File: config.mk
export PLATFORM = sky130hd
export DESIGN_NAME = utf8_stream_decoder
export DESIGN_NICKNAME = d
export VERILOG_FILES = /design/src/sv/utf8sd_pkg.sv /design/src/sv/utf8_stream_decoder.sv
export SDC_FILE = /design/constraint.sdc
export NUM_CORES = 1
export LEC_CHECK = 0
export BUFFER_PORTS_ARGS = -buffer_cell sky130_fd_sc_hd__buf_2
export CAP_MARGIN = 25
export CORE_MARGIN = 8
export CORE_UTILIZATION = 50
export CTS_CLUSTER_SIZE = 28
export DETAILED_ROUTE_END_ITERATION = 7
export GPL_TIMING_DRIVEN = 0
export PLACE_DENSITY = 0.7
export SLEW_MARGIN = 20
export SYNTH_ARGS = -nofsm -noshare
export SYNTH_HDL_FRONTEND = slang
export SYNTH_SLANG_ARGS = --single-unit
File: constraint.sdc
create_clock -name clk_i -period 1.9 [get_ports clk_i]
set_clock_uncertainty 0.1 [all_clocks]
set_input_delay 0.095 -clock clk_i [delete_from_list [all_inputs] [get_ports clk_i]]
set_output_delay 0.095 -clock clk_i [all_outputs]
set_load 0.01 [all_outputs]
File: src/sv/utf8sd_pkg.sv
// utf8sd_pkg: status codes, range limits and the per-byte decode step
// for the UTF-8 stream decoder. No dependencies.
`default_nettype none

package utf8sd_pkg;

  typedef enum logic [1:0] {
    StIncomplete = 2'd0,
    StChar       = 2'd1,
    StNul        = 2'd2,
    StError      = 2'd3
  } status_e;

  localparam int unsigned ValueW   = 26;
  localparam int unsigned CpW      = 21;
  localparam int unsigned OwedW    = 3;

  localparam logic [ValueW-1:0] SurrogateLo = 26'h000D800;
  localparam logic [ValueW-1:0] SurrogateHi = 26'h000E000;
  localparam logic [ValueW-1:0] MaxScalar   = 26'h010FFFF;

  // result fields plus the next decoder state
  typedef struct packed {
    status_e             status;
    logic [CpW-1:0]      code_point;
    logic [OwedW-1:0]    pending;
    logic [ValueW-1:0]   value;
    logic [OwedW-1:0]    owed;
  } step_t;

  // end of a sequence: state clears, value is classified
  function automatic step_t finish(input logic [ValueW-1:0] v);
    step_t r;
    r = '0;
    r.status = StError;
    if (v == '0) begin
      r.status = StNul;
    end else if ((v >= SurrogateLo && v < SurrogateHi) || v > MaxScalar) begin
      r.status = StError;
    end else begin
      r.status     = StChar;
      r.code_point = v[CpW-1:0];
    end
    return r;
  endfunction

  function automatic step_t decode_step(input logic [7:0]        b,
                                        input logic [ValueW-1:0] value,
                                        input logic [OwedW-1:0]  owed);
    step_t             r;
    logic              is_tail;
    logic [ValueW-1:0] merged;
    r       = '0;
    r.status = StError;
    is_tail = (b[7:6] == 2'b10);
    merged  = {value[ValueW-7:0], b[5:0]};
    if (is_tail != (owed != '0)) begin
      r        = '0;
      r.status = StError;
    end else if (owed == '0) begin
      r.status = StIncomplete;
      unique case (b[7:4]) inside
        4'b110?: begin
          r.value = {21'd0, b[4:0]};
          r.owed  = 3'd1;
        end
        4'b1110: begin
          r.value = {22'd0, b[3:0]};
          r.owed  = 3'd2;
        end
        4'b1111: begin
          if (!b[3]) begin
            r.value = {23'd0, b[2:0]};
            r.owed  = 3'd3;
          end else begin
            r.value = {24'd0, b[1:0]};
            r.owed  = 3'd4;
          end
        end
        default: r = finish({19'd0, b[6:0]});
      endcase
      r.pending = r.owed;
    end else if (owed > 3'd1) begin
      r.status  = StIncomplete;
      r.value   = merged;
      r.owed    = owed - 3'd1;
      r.pending = owed - 3'd1;
    end else begin
      r = finish(merged);
    end
    return r;
  endfunction

endpackage

`default_nettype wire

File: src/sv/utf8_stream_decoder.sv
// utf8_stream_decoder: byte-serial UTF-8 decoder, one result per byte.
// Depends on utf8sd_pkg (status codes, decode step).
//
//  channel | signals                              | direction
//  --------+--------------------------------------+----------
//  in      | in_valid_i, in_ready_o, in_byte_i    | sink
//  out     | out_valid_o, out_ready_i, status_o,  | source
//          | code_point_o, bytes_pending_o        |
//
// One byte per cycle sustained while the output is not stalled; each byte
// passes the input register, then is decoded into the result register;
// the decode step and the owed/partial state update are combinational.
// Reset clears both valid flags and the decoder state; no sequence is open.
// A stalled output holds; the input register takes a byte while it is empty
// or the result register is empty or being drained.
`default_nettype none

module utf8_stream_decoder (
  input  wire logic                clk_i,
  input  wire logic                rst_ni,
  input  wire logic                in_valid_i,
  output logic                     in_ready_o,
  input  wire logic [7:0]          in_byte_i,
  output logic                     out_valid_o,
  input  wire logic                out_ready_i,
  output utf8sd_pkg::status_e      status_o,
  output logic [20:0]              code_point_o,
  output logic [2:0]               bytes_pending_o
);
  import utf8sd_pkg::*;

  logic              in_valid_q;
  logic [7:0]        in_byte_q;
  logic              out_valid_q;
  status_e           status_q;
  logic [CpW-1:0]    code_point_q;
  logic [OwedW-1:0]  pending_q;
  logic [ValueW-1:0] value_q;
  logic [OwedW-1:0]  owed_q;

  logic  out_free;
  logic  s1_fire;
  step_t step;

  assign out_free   = !out_valid_q || out_ready_i;
  assign s1_fire    = in_valid_q && out_free;
  assign in_ready_o = !in_valid_q || out_free;
  assign step       = decode_step(in_byte_q, value_q, owed_q);

  always_ff @(posedge clk_i or negedge rst_ni) begin
    if (!rst_ni) begin
      in_valid_q  <= 1'b0;
      out_valid_q <= 1'b0;
      value_q     <= '0;
      owed_q      <= '0;
    end else begin
      if (in_ready_o) begin
        in_valid_q <= in_valid_i;
      end
      if (out_free) begin
        out_valid_q <= in_valid_q;
      end
      if (s1_fire) begin
        value_q <= step.value;
        owed_q  <= step.owed;
      end
    end
  end

  always_ff @(posedge clk_i) begin
    if (in_ready_o && in_valid_i) begin
      in_byte_q <= in_byte_i;
    end
    if (s1_fire) begin
      status_q     <= step.status;
      code_point_q <= step.code_point;
      pending_q    <= step.pending;
    end
  end

  assign out_valid_o     = out_valid_q;
  assign status_o        = status_q;
  assign code_point_o    = code_point_q;
  assign bytes_pending_o = pending_q;

  // pending count only on incomplete results, and never a code point there
  assert property (@(posedge clk_i) disable iff (!rst_ni)
    out_valid_o |-> ((status_o == StIncomplete) == (bytes_pending_o != '0)))
    else $error("pending count does not match status");

  assert property (@(posedge clk_i) disable iff (!rst_ni)
    out_valid_o && status_o == StIncomplete |-> code_point_o == '0)
    else $error("code point on incomplete result");

  // a finished or failed sequence leaves no open state behind
  assert property (@(posedge clk_i) disable iff (!rst_ni)
    s1_fire && step.status != StIncomplete |=> owed_q == '0 && value_q == '0)
    else $error("state not cleared after sequence end");

  assert property (@(posedge clk_i) disable iff (!rst_ni)
    owed_q <= 3'd4)
    else $error("owed count out of range");

  assert property (@(posedge clk_i) disable iff (!rst_ni)
    out_valid_o && status_o == StChar |->
      code_point_o != '0 && (code_point_o < 21'h00D800 || code_point_o >= 21'h00E000))
    else $error("invalid scalar reported as character");

endmodule

`default_nettype wire
==> results of run 1 <==
-- placed cells by master, fill, tap and decap left out, types with 3 or more instances in the layout --
cell and n:
dlygate4sd3_1 12, and2_1 13, nor2_1 8, a21oi_1 5
o21a_1 6, inv_1 4, nand3_1 3, edfxtp_1 34
clkbuf_1 3, o21ai_0 18, a22o_1 3, clkbuf_8 11
nand2b_1 5, buf_4 6, clkinv_1 3, dfrtp_1 25
o21ai_1 5, nand2_1 42, buf_2 40
-- final cells by class --
type | instances | share of cell area [%]
inverters | 6 | 0.6971
plain buffers | 9 | 1.820
multi-input cells | 143 | 27.58
clock buffers | 12 | 4.802
well taps | 70 | 2.711
repair buffers | 56 | 10.92
flip-flops and latches | 59 | 50.97
clock inverters | 4 | 0.5035
-- power groups by stage --
stage,sequential (mW),clock (mW),combinational [mW]
5_1_grt,1.51,1.06,0.470
3_5_place_dp,1.53,0,0.384
4_1_cts,1.50,1.00,0.421
2_1_floorplan,1.54,0,0.232
3_3_place_gp,1.53,0,0.378
6_report,1.50,0.982,0.425
-- cell usage after synthesis (2+ instances only) --
library cell / instances
a21o_1: 2
a21oi_1: 5
a22o_1: 3
and2_1: 15
buf_6: 2
clkbuf_1: 6
dfrtp_1: 25
edfxtp_1: 34
ha_1: 2
inv_1: 4
inv_2: 2
mux2_2: 2
nand2_1: 42
nand2b_1: 6
nand3_1: 3
nand3b_1: 2
nor2_1: 10
nor3_1: 3
nor3_4: 2
nor4_1: 3
o21a_1: 6
o21ai_0: 18
o21ai_1: 5
or3_1: 2
-- critical path: cells and delay by family, from the launching register on --
family / cells / cell delay (ns)
simple gates: 3 / 0.96
compound gates: 1 / 0.40
flops: 1 / 0.38
buf+inv: 1 / 0.19
-- path summary, 6_finish.rpt --
kind	to	start	cells after the start	slack (ns)
max reg2reg	code_point_o[17]$_SDFFCE_PP0P_	value_q[12]$_DFFE_PN0P_	5	-0.26
max in group asynchronous	value_q[3]$_DFFE_PN0P_	rst_ni	2	1.10
min	value_q[17]$_DFFE_PN0P_	rst_ni	2	0.20
min reg2reg	value_q[16]$_DFFE_PN0P_	value_q[16]$_DFFE_PN0P_	2	0.38
min in group clk_i	in_byte_q[7]$_DFFE_PP_	in_byte_i[7]	2	0.37
max	code_point_o[17]$_SDFFCE_PP0P_	value_q[12]$_DFFE_PN0P_	5	-0.26
-- sequential cells by signal (all words and copies together) (netlist names) --
| register | flops |
|---|---|
| in_valid_q | 1 |
| code_point_o | 21 |
| value_q | 20 |
| bytes_pending_o | 3 |
| owed_q | 3 |
| in_byte_q | 8 |
| status_o | 2 |
| out_valid_o | 1 |
-- layer usage --
layer	vias up	track usage, %	wire (µm)
li1	903	-	-
met1	876	17.42	2164
met2	52	25.83	2800
met3	7	4.878	329
met4	0	6.719	42
met5	-	0	0
-- what timing repair did --
item | CTS | global route
hold buffers | 12 | 0
setup endpoints to repair | 60 | 35
resized for setup | 10 | 9
buffers inserted | 4 | 0
endpoints found under the hold margin | 35 | 0
cloned | 1 | 0
pin swaps | 5 | 3
-- through the flow --
| step | std cells | hold slack, ns |
|---|---|---|
| after floorplan | 218 | -0.3006 |
| after detailed placement | 327 | 0.03394 |
| after global routing | 359 | 0.2652 |
| after CTS | 359 | 0.2112 |
| final | 359 | 0.2028 |
| after global placement | 327 | 0.02883 |
-- cell families (layout without fill, tap and decap cells) --
| family | after synthesis | count (layout) |
|---|---|---|
| simple gates | 94 | 94 |
| flops | 59 | 59 |
| fa+ha+maj | 2 | 2 |
| buf+inv | 16 | 87 |
| mux | 2 | 2 |
| compound gates | 44 | 44 |
| xor+xnor | 1 | 1 |
==> summary by stage, run 1 <==
Status
The run finished, with violations left. The checks that failed: negative setup slack.

Pwr
The total power of the final layout is 2.912 mW. The internal power component is 2.167 mW. The power per cell area is 901.4 mW/mm².

In this run the power spent charging and discharging nets is 0.7450 mW. The worst vdd rail ir drop is 0.6634 mV. The share of total power consumed by net switching is 25.58%.

The share of total power in sequential cells is 51.7%. The combinational cell fraction of total power is 14.6%. The clock network fraction of design power is 33.7%. The analysis attributes to cell leakage a power of 1.366 nW.

Routing
The pre-antenna-repair detailed-routing pass consisted of 4 iterations. The final wirelength is 5.337 mm. In the routed design, unresolved DRC markers number 0. The remaining antenna violation count is 0. Using the TritonRoute via totals, the vias-per-cell ratio works out to 5.120. The violation count after the first detailed-routing iteration is 101. The final route contains 1838 vias. The detailed-route wire length per cell is 14.87 µm.

STA
Derived from the worst setup path, the maximum achievable clock frequency is 463.4 MHz. At the pin with the least slew margin, the transition time is 0.5903 ns. Headroom to the max-slew limit came out at 60.64%.

The portion of the clock cycle consumed by the worst path in the final layout is 113.6%. In the post-route analysis, the smallest setup slack over all paths is -0.2581 ns. The final hold violation count is 0. The number of max-slew violations in the final report is 0.

For the final routed database, the setup TNS stands at -4.953 ns. The smallest clock period supported by the final layout is computed as 2.158 ns. Setup repair after global routing could not meet its margin everywhere. The setup violation total in the final timing report is 23.

Layout
The multi-input combinational cell area is 890.9 µm². The area used by sequential logic in the layout is 0.001647 mm². The number of filler instances in the final layout is 412. Cells with a size suffix above 1 make up 29.07% of the layout. Measured on the finished design, the core utilization comes to 64.07%.

The number of diodes is 0. The net count of the finished layout is 298. The area of all placed cells without fillers is 0.003231 mm². The area growth from synthesis to layout is 25.95%.

Global route
The wire length of the first global-routing pass is 8.818 mm. The number of global-route vias before repair came to 1861. The aggregate global-route resource usage is 15.33%.

The initial antenna violation count came to 0. Global routing finished with a remaining overflow of 0. The pin count of the biggest net entering global routing is 36.

Synth
Summed over all instances, the cell type with the most area after synthesis is edfxtp_1. Synthesis produced 218 cells. The most used flip-flop cell after synthesis is edfxtp_1. The post-synthesis net count is 232. The basic-gate share of the synthesized area counting and, or, nand and nor cells is 20.05%. In this run the biggest area consumer among cell types represents 39.80% of the synthesized area. The Yosys step of the flow raised 0 warnings.

The synthesized netlist devotes 10.59% of its cell area to compound gates. The XOR/XNOR share of the synthesized area is 0.3415%. After synthesis, the cell types taking the most area are edfxtp_1 40%, dfrtp_1 24%, nand2_1 6.1%.

Of all flip-flops after synthesis, the portion carrying an async set or reset was 42.37%. The post-synthesis adder-cell area fraction is 0.9756%. The portion of the post-synthesis area used by sequential elements is 64.20%. The dominant combinational cell family by area after synthesis is simple AND/OR/NAND/NOR gates. The area of the mapped netlist is 0.002565 mm². The average footprint of a synthesized cell is 11.77 µm².

Yosys mapped the design onto 38 distinct sky130hd cell types. Counting flops with a built-in enable in the synthesized netlist gives 34. The synthesis-stage register bit count is 59. The mux contribution to synthesized area is 0.8780%.

Die
The number of I/O pins is 40. Once the floorplan was initialized, standard cells occupied 50.87% of the core. The die area is 0.007678 mm². The area of the core is 0.005042 mm². The floorplan row count is 26. The horizontal die dimension is 87.63 µm. The die boundary height is 87.63 µm.

Setup path
Data on the critical path is required at its endpoint by 2.01 ns. The worst setup path is of the flip-flop to flip-flop kind. The capturing element type of the critical path is a flip-flop. In this design, the stage delay of the slowest critical-path cell is 0.56 ns. The slowest stage of the critical path is the or4_4 cell. Data arrives at the worst endpoint at 2.27 ns. The peak fanout along the critical path is 5. The worst setup path is launched from a flip-flop. Traced cell by cell, the critical path runs through or4_4 > a221o_1 > nor3_4 > buf_4 > and2_1.

Placed design
The count of buffers added on input and output ports is 39. The post-placement setup slack is -0.2958 ns. Once detailed placement completed, the half-perimeter wirelength came to 3.429 mm. The instance area after placement is 0.002849 mm². At the end of routability-driven placement, the weighted congestion stood at 0.8535.

CTS
The tree is rooted in a clkbuf_8. Clock tree synthesis inserted a total of 9 buffers. The number of levels in the clock H-tree is 3. TritonCTS built the clock tree. Clock-pin slew was measured on the worst setup and hold paths at 0.06 ns.

The clock tree buffer depth is 2. At the later pin of the worst-skew pair, clock insertion delay measures 0.34 ns. The CTS sink count is 59.

Job
The max-capacitance violation count is 0.

Hold path
The class of the tightest hold or removal check is input pin to async pin.
No activity file was read; power rests on OpenSTA's default activity.
==> run 2, diff against run 1 <==
- CORE_ASPECT_RATIO: unset -> 0.9
==> summary by stage, run 2 (synthesis results as in run 1) <==
Status
The flow ran to the end, but the final reports show violations. The checks that failed: negative setup slack.

Setup path
Among all stages on the critical path, the largest delay is contributed by or4_4. The data arrival at the endpoint of the critical path was 2.28 ns (about the same). The last element of the critical path is code_point_o[16]$_SDFFCE_PP0P_. The peak fanout along the critical path came to 5 (unchanged). The minimum setup slack among reg-to-reg paths is -0.26 ns (about the same). The combined buffer and inverter count along the critical path is 1 (unchanged). The worst register-to-register path begins at value_q[12]$_DFFE_PN0P_.

The critical path starts at value_q[12]$_DFFE_PN0P_. In this run the critical register-to-register path is captured at code_point_o[16]$_SDFFCE_PP0P_. Broken down by cell family, the worst path's largest delay share belongs to simple AND/OR/NAND/NOR gates. Traced cell by cell, the critical path runs through or4_4 > a221o_1 > nor3_4 > buf_6 > and2_4. The count of cell instances traversed by the critical path is 5 (unchanged).

The capturing element type of the critical path is a flip-flop. The required time at the endpoint of the critical path came to 2.01 ns (about the same). The kind of launch point of the worst setup path is a flip-flop. The critical path start-end classification is flip-flop to flip-flop. The maximum cell stage delay along the critical path is 0.56 ns (about the same).

The worst reg2reg path depth is 5 (unchanged).

Placed design
The HPWL after detailed placement is 3.583 mm (+4.5%). The count of buffers from port buffering was 39 (unchanged). The post-placement setup slack came to -0.2750 ns (+0.02078 ns). The number of instances in the placed design is 322 (-1.5%). The weighted congestion reported at the end of routability-driven placement is 0.8729 (+2.3%).

Die
The area of the core is 0.004895 mm² (-2.9%). The floorplan row count was 24 (-7.7%). The horizontal die dimension is 91.50 µm (+4.4%). The starting density of the core is 52.40% (+1.5 points). The die area is 0.007681 mm² (about the same). The number of I/O pins was 40 (unchanged).

The die boundary height came to 83.95 µm (-4.2%).

Routing
The count of TritonRoute iterations in the first routing pass is 4 (unchanged). The detailed-route wire length per cell is 15.51 µm (+4.4%). The final wirelength is 5.492 mm (+2.9%).

The via count is 1881 (+2.3%). The detailed-route DRC error count was 0 (unchanged). The violation count after the first detailed-routing iteration came to 118 (+17%). The number of vias per cell came to 5.314 (+3.8%).

The remaining antenna violation count came to 0 (unchanged).

Global route
The number of global-route vias before repair is 1836 (-1.3%). The pin count of the biggest net entering global routing was 36 (unchanged). The overflow left after global routing is 0 (unchanged). The initial antenna violation count is 0 (unchanged). The aggregate global-route resource usage is 15.30% (-0.031 points). The wire length of the first global-routing pass is 9.101 mm (+3.2%).

CTS
The register clock-pin slew on the reported worst setup and hold paths was 0.06 ns (about the same). The number of buffers inserted during clock tree synthesis is 9 (unchanged). The clock tree buffer depth is 2 (unchanged). The CTS tree is built.

The number of levels in the clock H-tree is 3 (unchanged). The CTS sink count came to 59 (unchanged). In this run the clock root is driven by a clkbuf_8. The clock latency reported for the late side of the worst-skew pair is 0.34 ns (about the same).

Layout
The fraction of layout instances using a drive strength above 1 is 28.37% (-0.69 points). In the layout the commonest cells are 42 x nand2_1, 40 x buf_2, 34 x edfxtp_1. The post-layout net count came to 298 (unchanged). The most common cell after layout, fill and taps aside is nand2_1. Relative to the synthesized area, the layout overhead comes to 25.41%. The final cell count without fillers came to 354 (-1.4%). The flip-flop count of the largest register, all copies and words added came to 21 (unchanged). The number of filler instances in the final layout came to 389 (-5.6%). The number of diodes came to 0 (unchanged). The final core utilization is 65.72% (+1.7 points).

STA
The actual transition at the worst max-transition pin is 0.5590 ns (-0.03133 ns). The setup violation total in the final timing report was 23 (unchanged). The number of max-slew violations in the final report is 0 (unchanged). Setup repair after global routing could not meet its margin everywhere.

The portion of the clock cycle consumed by the worst path in the final layout is 113.7% (+0.16 points). The final hold violation count is 0 (unchanged). The upper clock frequency limit is 462.7 MHz (-0.14%).

The minimum clock period after layout is 2.161 ns (+0.003065 ns). The worst-case hold slack was 0.2179 ns (+0.01505 ns). The worst relative slew slack was 62.73% (+2.1 points). The final setup slack of the worst path is -0.2612 ns (-0.003065 ns).

Hold path
The worst hold path belongs to the class input pin to async pin.

Pwr
The total power of the final layout is 2.851 mW (-2.1%). The worst vdd rail ir drop is 0.5642 mV (-15%). The power per cell area came to 886.4 mW/mm² (-1.7%). The leakage power figure was 1.359 nW (-0.52%).

Job
The max-capacitance violation count was 0 (unchanged).
run 2: worst reg2reg max path: stages, from the launching register on:
cell and delay, ns:
dfrtp_1 0.39, or4_4 0.56, a221o_1 0.39, nor3_4 0.29, buf_6 0.18, and2_4 0.14
run 2: through the flow:
stage                     area [µm²]  TNS, ns
after floorplan                 2566   -1.819
after global placement          2843   -7.351
after detailed placement        2843   -6.262
after CTS                       3189   -4.786
after global routing            3217   -6.229
final                           3217   -5.028
run 2: cell type report:
type / instances / area [µm²] / share of cell area (%)
tap: 65 / 81.33 / 2.528
timing repair buffer: 56 / 360.3 / 11.20
inverter: 6 / 22.52 / 0.7001
clock inverter: 4 / 18.77 / 0.5834
clock buffer: 12 / 135.1 / 4.201
buffer: 9 / 57.56 / 1.789
multi-input combinational: 143 / 894.6 / 27.81
sequential: 59 / 1647 / 51.19
run 2: how the worst min path moves through the flow:
stage	from	to	slack, ns
detailed placement	rst_ni	owed_q[1]$_DFFE_PN0P_	0.01
finish	rst_ni	owed_q[0]$_DFFE_PN0P_	0.22
global route	rst_ni	value_q[4]$_DFFE_PN0P_	0.27
floorplan	rst_ni	in_valid_q$_DFFE_PN0N_	-0.30
CTS	rst_ni	value_q[5]$_DFFE_PN0P_	0.19
global placement	rst_ni	owed_q[1]$_DFFE_PN0P_	0.02
run 2: what timing repair did:
action	4_1_cts	5_1_grt
buffers inserted	4	0
gates cloned	1	0
hold buffers	12	0
endpoints found under the hold margin	35	0
resized for setup	11	8
setup endpoints to repair	61	34
pin swaps	5	3
run 2: metal layers:
| metal | vias to the layer above | global-route usage, % | routed length [µm] | share of wire (%) |
|---|---|---|---|---|
| li1 | 903 | - | - | - |
| met1 | 907 | 18.17 | 2402 | 44 |
| met2 | 64 | 22.96 | 2633 | 48 |
| met3 | 7 | 7.284 | 393 | 7.2 |
| met4 | 0 | 6.686 | 63 | 1.1 |
| met5 | - | 0 | 0 | 0 |
run 2: report_power, final:
group | internal [mW] | total (mW) | switching, mW
sequential | 1.46 | 1.51 | 0.0495
combinational | 0.183 | 0.431 | 0.248
clock | 0.462 | 0.913 | 0.451
==> run 3, diff against run 2 <==
- ABC_AREA: unset -> 1
- PLACE_DENSITY: 0.7 -> 0.71
- REMOVE_ABC_BUFFERS: unset -> 1
==> summary by stage, run 3 <==
Status
The flow ran to the end, and the final reports show no timing, DRC or antenna violations.

Hold path
The class of the tightest hold or removal check is input pin to async pin.

Synth
The dominant combinational cell family by area after synthesis is simple AND/OR/NAND/NOR gates. Ranked by instance count, the synthesized netlist is headed by 46 x nand2_1, 36 x nor2_1, 34 x edfxtp_1. The number of synthesized flops with an enable pin is 34 (unchanged). The portion of synthesized cell area occupied by the leading cell type is 40.42% (+0.61 points). The XOR/XNOR share of the synthesized area is 0.3467% (+0.0052 points). The synthesis-stage register bit count came to 59 (unchanged). The count of synthesis-stage warnings from yosys came to 0 (unchanged). The count of unique library cells instantiated by Yosys is 22 (-42%). The mux contribution to synthesized area is 0% (-0.88 points).

The area of the mapped netlist is 0.002526 mm² (-1.5%). The portion of the post-synthesis area used by sequential elements came to 65.18% (+0.99 points). nand2_1 is the most common cell in the netlist. Yosys attributes the largest share of cell area to edfxtp_1 40%, dfrtp_1 25%, nand2_1 6.8%.

The average footprint of a synthesized cell is 10.61 µm² (-9.8%). The post-synthesis adder-cell area fraction is 0.9906% (+0.015 points). The basic-gate share of the synthesized area counting and, or, nand and nor cells is 16.25% (-3.8 points). The cell count after synthesis is 238 (+9.2%).

The fraction of synthesis flops using an asynchronous set or reset pin is 42.37% (unchanged). The commonest register cell after synthesis is edfxtp_1. The library cell with the largest summed area after synthesis is edfxtp_1. The complex-gate fraction of the synthesized area is 10.65% (+0.063 points).

CTS
TritonCTS built the clock tree. The number of levels in the clock H-tree was 3 (unchanged). The number of buffers inserted during clock tree synthesis is 9 (unchanged). The CTS sink count is 59 (unchanged). The register clock-pin slew on the reported worst setup and hold paths came to 0.06 ns (about the same).

The post-CTS setup repair buffer count is 0 (-4). The root buffer cell chosen for the clock tree is clkbuf_8. The clock latency reported for the late side of the worst-skew pair was 0.33 ns (about the same). The clock tree buffer depth is 2 (unchanged).

Setup path
Following the worst setup path forward leads to its endpoint at code_point_o[5]$_SDFFCE_PN0P_. The required time at the endpoint of the critical path came to 1.97 ns (-0.04 ns). The worst register-to-register path ends at code_point_o[5]$_SDFFCE_PN0P_. The largest individual stage delay along the critical path comes from the cell dfrtp_1.

In this design, the critical path's most frequently occurring cell is nand2_1. The minimum setup slack among reg-to-reg paths is 0.11 ns (+0.37 ns). The capturing element type of the critical path is a flip-flop. The combined buffer and inverter count along the critical path is 0 (-1). The count of cell instances traversed by the critical path is 7 (+2). The maximum cell stage delay along the critical path came to 0.38 ns (-0.18 ns). STA classifies the critical path startpoint as a flip-flop. The peak fanout along the critical path was 20 (+15). The worst setup path startpoint is value_q[11]$_DFFE_PN0P_. In this run the critical register-to-register path is launched from value_q[11]$_DFFE_PN0P_. The data arrival at the endpoint of the critical path is 1.86 ns (-0.42 ns). On the critical path the largest part of the delay comes from simple AND/OR/NAND/NOR gates. The critical path start-end classification is flip-flop to flip-flop.

The critical path goes through nor2_1 > nand2_1 > nand2_1 > nand2_1 > nor2_1 > nand3_4 > a21oi_1. The worst reg2reg path depth is 7 (+2).

Routing
The final wirelength is 5.090 mm (-7.3%). The number of vias per cell is 5.011 (-5.7%). The via count is 1829 (-2.8%). The count of TritonRoute iterations in the first routing pass was 4 (unchanged). The detailed-route wire length per cell was 13.95 µm (-10%). The remaining antenna violation count was 0 (unchanged). The detailed-route DRC error count is 0 (unchanged). The violation count after the first detailed-routing iteration is 119 (+0.85%).

Pwr
The share of total power consumed by net switching came to 28.13% (+1.9 points). The total power of the final layout is 3.054 mW (+7.1%). The clock network fraction of design power is 30.7% (-1.3 points). The leakage power figure came to 1.396 nW (+2.7%). The net switching component of the power is 0.8593 mW (+15%). The worst vdd rail ir drop is 0.6677 mV (+18%). The combinational cell fraction of total power is 18.4% (+3.3 points). The share of total power in sequential cells is 50.9% (-1.9 points).

The internal power component is 2.195 mW (+4.4%). The power per cell area was 984.3 mW/mm² (+11%).

Layout
The flip-flop count of the largest register, all copies and words added was 21 (unchanged). The fraction of layout instances using a drive strength above 1 is 23.33% (-5.0 points). From synthesis to final layout, the design area changed by 22.83%. The number of diodes came to 0 (unchanged).

Leaving out fill and tap cells, the most frequent cell in the layout is nand2_1. The library cells used most frequently in the layout, excluding fill and tap cells, are 46 x nand2_1, 39 x buf_2, 35 x nor2_1. The post-layout net count is 309 (+3.7%).

Die
The number of I/O pins came to 40 (unchanged). The die boundary height is 83.43 µm (-0.61%). The horizontal die dimension is 90.93 µm (-0.62%).

The floorplan row count was 24 (unchanged). The die area is 0.007586 mm² (-1.2%). The starting density of the core is 51.93% (-0.47 points). The area of the core was 0.004865 mm² (-0.61%).

Global route
The aggregate global-route resource usage is 14.18% (-1.1 points). The wire length of the first global-routing pass came to 8.590 mm (-5.6%). The overflow left after global routing is 0 (unchanged).

The pin count of the biggest net entering global routing was 41 (+14%). The initial antenna violation count is 0 (unchanged). The number of global-route vias before repair came to 1788 (-2.6%).

STA
The final setup slack of the worst path came to 0.1111 ns (+0.3723 ns). The actual transition at the worst max-transition pin is 0.5704 ns (+0.01143 ns). The upper clock frequency limit is 559.0 MHz (+21%). The worst relative slew slack came to 61.97% (-0.76 points). Setup repair after global routing could not meet its margin everywhere. The setup violation total in the final timing report is 0 (-100%). The number of max-slew violations in the final report is 0 (unchanged). The minimum clock period after layout is 1.789 ns (-0.3723 ns). The portion of the clock cycle consumed by the worst path in the final layout came to 94.15% (-20 points).

The worst-case hold slack is 0.1936 ns (-0.02425 ns). The final hold violation count is 0 (unchanged).

Job
The max-capacitance violation count is 0 (unchanged).

Placed design
The count of buffers from port buffering was 39 (unchanged). The HPWL after detailed placement is 3.454 mm (-3.6%). The post-placement setup slack is -0.3165 ns (-0.04150 ns). The weighted congestion reported at the end of routability-driven placement is 0.8698 (-0.36%).
==> run 3: worst min path at each step <==
stage | from | slack (ns) | to
final | rst_ni | 0.19 | out_valid_o$_DFFE_PN0P_
after global routing | rst_ni | 0.23 | out_valid_o$_DFFE_PN0P_
after CTS | rst_ni | 0.20 | out_valid_o$_DFFE_PN0P_
after detailed placement | rst_ni | 0.02 | in_valid_q$_DFFE_PN0N_
after global placement | rst_ni | 0.03 | in_valid_q$_DFFE_PN0N_
after floorplan | rst_ni | -0.30 | in_valid_q$_DFFE_PN0N_
==> run 3: repair_timing <==
| action | in CTS | in global routing |
|---|---|---|
| hold endpoints to repair | 35 | 0 |
| gates resized for setup | 4 | 5 |
| pin swaps | 0 | 0 |
| endpoints found under the setup margin | 35 | 29 |
| hold buffers | 12 | 0 |
==> run 3: per-stage QoR <==
| stage | std cells | setup TNS (ns) | area [µm²] | utilization (%) |
|---|---|---|---|---|
| after floorplan | 232 | -17.35 | 2491 | - |
| final | 365 | 0 | 3103 | 63.79 |
| after detailed placement | 337 | -7.301 | 2789 | 57.33 |
| after global routing | 365 | -0.006274 | 3103 | 63.79 |
| after global placement | 336 | -46.81 | 2768 | 56.89 |
| after CTS | 365 | 0 | 3085 | 63.43 |
==> run 3: routing by layer <==
metal / up-vias / track usage, % / wire [µm]
met5: - / 0 / 0
met4: 0 / 5.201 / 81
met3: 8 / 6.655 / 351
met2: 51 / 21.61 / 2443
met1: 870 / 17.09 / 2214
li1: 900 / - / -
==> run 3: power groups by stage <==
stage	combinational (mW)	sequential [mW]	clock [mW]
2_1_floorplan	0.282	1.62	0
3_3_place_gp	0.496	1.58	0
3_5_place_dp	0.526	1.58	0
4_1_cts	0.552	1.55	0.967
5_1_grt	0.630	1.57	1.03
6_report	0.562	1.55	0.937
==> run 3: cell families after synthesis <==
| family | Yosys count |
|---|---|
| AND/OR/NAND/NOR | 98 |
| flip-flops | 59 |
| buffers and inverters | 41 |
| AO/OA/AOI/OAI | 37 |
| adder cells (fa/ha/maj) | 2 |
| XOR/XNOR | 1 |
==> run 3: area by class of cell <==
type	count	area (µm²)
Inverter	35	133.9
Fill cell	401	1762
Timing Repair Buffer	52	335.3
Clock inverter	4	16.27
Tap cell	65	81.33
Multi-Input combinational cell	138	744.5
Clock buffer	12	145.1
Sequential cell	59	1647
